## src/design/vqdm_pkg.sv

```systemverilog
`default_nettype none

package vqdm_pkg;

   // Command codes carried in tuser of the request channel.
   localparam logic [2:0] CMD_INIT     = 3'd0;
   localparam logic [2:0] CMD_ALLOC    = 3'd1;
   localparam logic [2:0] CMD_RELEASE  = 3'd2;
   localparam logic [2:0] CMD_QUEUE    = 3'd3;
   localparam logic [2:0] CMD_COMPLETE = 3'd4;

   // Status codes carried in tuser of the response channel.
   localparam logic [1:0] ST_OK        = 2'd0;
   localparam logic [1:0] ST_TOO_BIG   = 2'd1;
   localparam logic [1:0] ST_SHORT     = 2'd2;
   localparam logic [1:0] ST_NO_WAITER = 2'd3;

   localparam logic [3:0] QSIZE_LOG2_RESET = 4'd8;

   // Commands from the controller to the datapath.
   typedef struct packed {
      logic load;      // latch the request transaction
      logic wread;     // read the waiter entry of the used id
      logic exec;      // finish a single-result command and emit it
      logic pop_rd;    // read the link of the free-list head
      logic pop_emit;  // advance the free list and emit one descriptor
   } vqdm_cmd_type;

   // Status from the datapath to the controller.
   typedef struct packed {
      logic in_complete;  // request on the port is a complete command
      logic alloc_go;     // latched alloc passes all checks
      logic out_free;     // response register can take a transaction
      logic pop_last;     // current pop is the last of the chain
      logic clearing;     // clearing pass over the stores is running
   } vqdm_stat_type;

endpackage

`default_nettype wire

```

## src/design/vqdm_ctrl.sv

```systemverilog
`default_nettype none

module vqdm_ctrl (
   input  wire                    clock,
   input  wire                    reset,
   input  wire                    req_tvalid,
   output logic                   req_tready,
   input  vqdm_pkg::vqdm_stat_type stat,
   output vqdm_pkg::vqdm_cmd_type  cmd
);
   import vqdm_pkg::*;

   localparam logic [2:0] S_IDLE     = 3'd0;
   localparam logic [2:0] S_WREAD    = 3'd1;
   localparam logic [2:0] S_EXEC     = 3'd2;
   localparam logic [2:0] S_POP_RD   = 3'd3;
   localparam logic [2:0] S_POP_EMIT = 3'd4;

   logic [2:0] state_ff;
   logic [2:0] state_in;

   // Next state and command decode.
   always_comb begin
      state_in   = state_ff;
      cmd        = '0;
      req_tready = 1'b0;
      case (state_ff)
         S_IDLE: begin
            // Requests wait while the stores are being cleared.
            req_tready = !stat.clearing;
            if (req_tvalid && !stat.clearing) begin
               cmd.load = 1'b1;
               state_in = stat.in_complete ? S_WREAD : S_EXEC;
            end
         end
         S_WREAD: begin
            cmd.wread = 1'b1;
            state_in  = S_EXEC;
         end
         S_EXEC: begin
            if (stat.alloc_go) begin
               state_in = S_POP_RD;
            end else if (stat.out_free) begin
               cmd.exec = 1'b1;
               state_in = S_IDLE;
            end
         end
         S_POP_RD: begin
            cmd.pop_rd = 1'b1;
            state_in   = S_POP_EMIT;
         end
         S_POP_EMIT: begin
            if (stat.out_free) begin
               cmd.pop_emit = 1'b1;
               state_in     = stat.pop_last ? S_IDLE : S_POP_RD;
            end
         end
         default: begin
            state_in = S_IDLE;
         end
      endcase
   end

   always_ff @(posedge clock) begin
      if (reset) begin
         state_ff <= S_IDLE;
      end else begin
         state_ff <= state_in;
      end
   end

endmodule

`default_nettype wire

```

## config.mk

```make
export PLATFORM = sky130hd
export DESIGN_NAME = vqdm_ctrl
export DESIGN_NICKNAME = d
export VERILOG_FILES = /design/src/design/vqdm_pkg.sv /design/src/design/vqdm_ctrl.sv
export SDC_FILE = /design/constraint.sdc
export NUM_CORES = 1
export LEC_CHECK = 0
export CAP_MARGIN = 20
export CORE_AREA = 3 3 40 42
export DETAILED_ROUTE_END_ITERATION = 7
export DIE_AREA = 0 0 43 45
export DONT_BUFFER_PORTS = 1
export PLACE_DENSITY = 0.33
export SYNTH_ARGS = -nofsm -noshare
export SYNTH_HDL_FRONTEND = slang
export SYNTH_SLANG_ARGS = --single-unit
```

## constraint.sdc

```tcl
create_clock -name clock -period 1.6 [get_ports clock]
set_clock_uncertainty 0.1 [all_clocks]
set_input_delay 0.24 -clock clock [delete_from_list [all_inputs] [get_ports clock]]
set_output_delay 0.24 -clock clock [all_outputs]
set_load 0.03 [all_outputs]
```

==> metrics.md <==
| Metric | Value |
|---|---|
| Status | `finished, final reports clean` |
| Buf+Inv Stages, Crit Path | `1` |
| Most flop-heavy register | `state_ff` |
| Total grt overflow | `0` |
| Max Cap Viol | `0` |
| Slew Limit Fails | `0` |
| Starting DRC count in detailed routing | `0` |
| Crit. End Element | `output port` |
| Synth top area share | `22.9%` |
| CP max-delay cell | `dfxtp_4` |
| Required @ worst endpoint | `1260 ps` |
| Worst VDD drop | `0.319 mV` |
| Worst-skew pair later-pin latency | `230 ps` |
| Synth Register Bits | `3` |
| TritonCTS clock tree | `yes` |
| Worst hold path type | `primary input to register` |
| First-pass GRT wire length | `1210 um` |
| DR WL/cell | `12.4 um` |
| Max reg flops | `3` |
| Crit-path cells | `nand2b_1 -> nor4b_2 -> buf_4` |
| Die width | `43 um` |
| Hold path start | `reset` |
| Rel. slew slack | `79.5%` |
| Max Root-Sink Buffers | `2` |
| Final hold violation count | `0` |
| Final instance count without filler cells | `57` |
| Final wirelength | `707 um` |
| Final Cycle Share | `97.6%` |
| Via count | `279` |
| I/O pin total | `14` |
| CP Launch Point | `state_ff[2]` |
| Synthesized net count | `43` |
| Biggest regs | `state_ff: 3 flops` |
| Overall die height | `45 um` |
| Syn Std Cell Area | `263 um2` |
| Initial core utilization | `20.4%` |
| Worst Max-Slew Pin Slew | `308 ps` |
| H-tree depth | `1` |
| Unrepaired setup endpoints after global routing | `true` |
| # DRC | `0` |
| CTS Buf Count | `3` |
| DP Cell Count | `52` |
| Gpl congestion | `0.750` |
| Placement Rows | `13` |
| Critical-path maximum fanout | `10` |
| PwrDens | `813 mW/mm2` |
| Root buffer cell | `clkbuf_4` |
| # Post-CTS Setup Buffers | `0` |
| Gate family responsible for the most delay along the worst path | `simple AND/OR/NAND/NOR gates` |
| Die footprint | `0.00194 mm2` |
| Dominant cell type by area after synthesis | `dfxtp_1` |
| Diodes inserted | `0` |
| Nets@finish | `51` |
| Critical path's largest stage delay | `370 ps` |
| Data arrival time of the critical path | `1220 ps` |
| Total power | `285 uW` |
| Initial antenna violation count | `0` |
| GRT Overall Usage | `8.40%` |
| Dpl ws | `201 ps` |
| Setup_tns | `0 ps` |
| Buffers added on ports | `0` |
| Leakage | `0.000143 uW` |
| Core Area | `0.00128 mm2` |
| Register area share after synthesis | `22.9%` |
| Pin count of the biggest net entering global routing | `11` |
| Post-layout worst setup margin | `38.6 ps` |
| Vias in the first global route | `277` |
| Netlist cell types | `21` |
| Area Growth Syn to Fin | `33.3%` |
| Layout cells sized above 1 | `33.3%` |
| Routed Antenna Nets | `0` |
| Clock sinks | `3` |
| Fin util | `27.3%` |
| Worst-path clk slew | `40 ps` |
| Mean Syn Cell Area | `7.51 um2` |
| Warnings, synthesis | `0` |
| CP Launch Type | `register` |
| RR Startpoint | `state_ff[0]` |
| Max Fclk | `640 MHz` |
| Largest cells by area after synthesis | `dfxtp_1 23%, nor2_1 8.6%, and2_1 7.1%` |
| Min Tclk post-route | `1560 ps` |
| DRT Pass-1 Iters | `1` |
| Via density | `4.89` |
| HPWL Detailed | `533 um` |
| Crit Path Class | `register to output port` |
| Cells after synthesis | `35` |
| Final setup viols | `0` |
-- layout make-up --
| cell class | count | area, um2 |
|---|---|---|
| Inverter | 1 | 3.75 |
| Sequential cell | 3 | 65.1 |
| Clock buffer | 4 | 26.3 |
| Multi-Input combinational cell | 29 | 196 |
| Tap cell | 15 | 18.8 |
| Timing Repair Buffer | 5 | 40.0 |
| Fill cell | 139 | 935 |
-- kinds of logic after synthesis --
kind of cell / Yosys count / synth area share, %
buf+inv: 3 / 7.14
simple gates: 21 / 49.5
compound gates: 8 / 20.5
flops: 3 / 22.9
-- power by group --
| group | internal [uW] | switching [uW] | leakage (uW) |
|---|---|---|---|
| combinational | 30.2 | 36.1 | 0.000103 |
| sequential | 78.1 | 7.37 | 0.0000256 |
| clock | 93.5 | 39.5 | 0.0000150 |
-- stage by stage --
step / hold WS, ps / instance area, um2
6_report: 117 / 350
5_1_grt: 141 / 350
4_1_cts: 106 / 348
3_5_place_dp: 217 / 309
3_3_place_gp: 216 / 309
2_1_floorplan: 212 / 275
-- cell usage in the layout, fill, tap and decap left out, types with 2 or more instances in the layout --
master | netlist | layout
o21ai_0 | 2 | 2
buf_4 | 2 | 4
clkbuf_4 | 0 | 3
and2_1 | 3 | 3
nor2_1 | 6 | 6
a21oi_1 | 3 | 3
nand2b_1 | 2 | 2
-- synth_stat cells --
cell type and number:
nand2b_1 2, nor2b_4 1, and3_1 1, nor2_1 6, buf_4 2, inv_1 1, nor4_1 1, nor3_1 1
a2bb2oi_1 1, a21oi_1 3, o21bai_1 1, nand3b_1 1, nor3b_1 1, or2b_1 1, and2_1 3, nor2b_1 1
and2_2 1, a211oi_2 1, nor4b_1 1, dfxtp_1 3, o21ai_0 2
-- worst reg2reg max path, delay by kind of cell (launching register included) --
family / cells / cell delay [ps]
AOI/OAI and AO/OA: 2 / 280
buffers and inverters: 1 / 170
DFF: 1 / 340
and+or+nand+nor: 1 / 210
-- timing repair --
action	CTS	global route
gates resized for setup	2	1
hold buffers	1	0
endpoints found under the hold margin	1	0
setup endpoints to repair	2	2
-- layer usage --
layer	global-route usage, %	share of wire [%]	vias to the layer above
met5	0	0	-
met4	5.42	0	0
met3	2.39	6.4	0
met2	12.9	47	9
met1	10.3	46	133
li1	-	-	137
-- worst paths after layout --
check / slack [ps] / to / cells after the start
max: 40 / cmd[2] / 3
min: 120 / state_ff[1] / 2
min reg2reg: 430 / state_ff[0] / 1
max reg2reg: 380 / state_ff[1] / 4
Note: power is estimated with default switching activity, not from simulation.
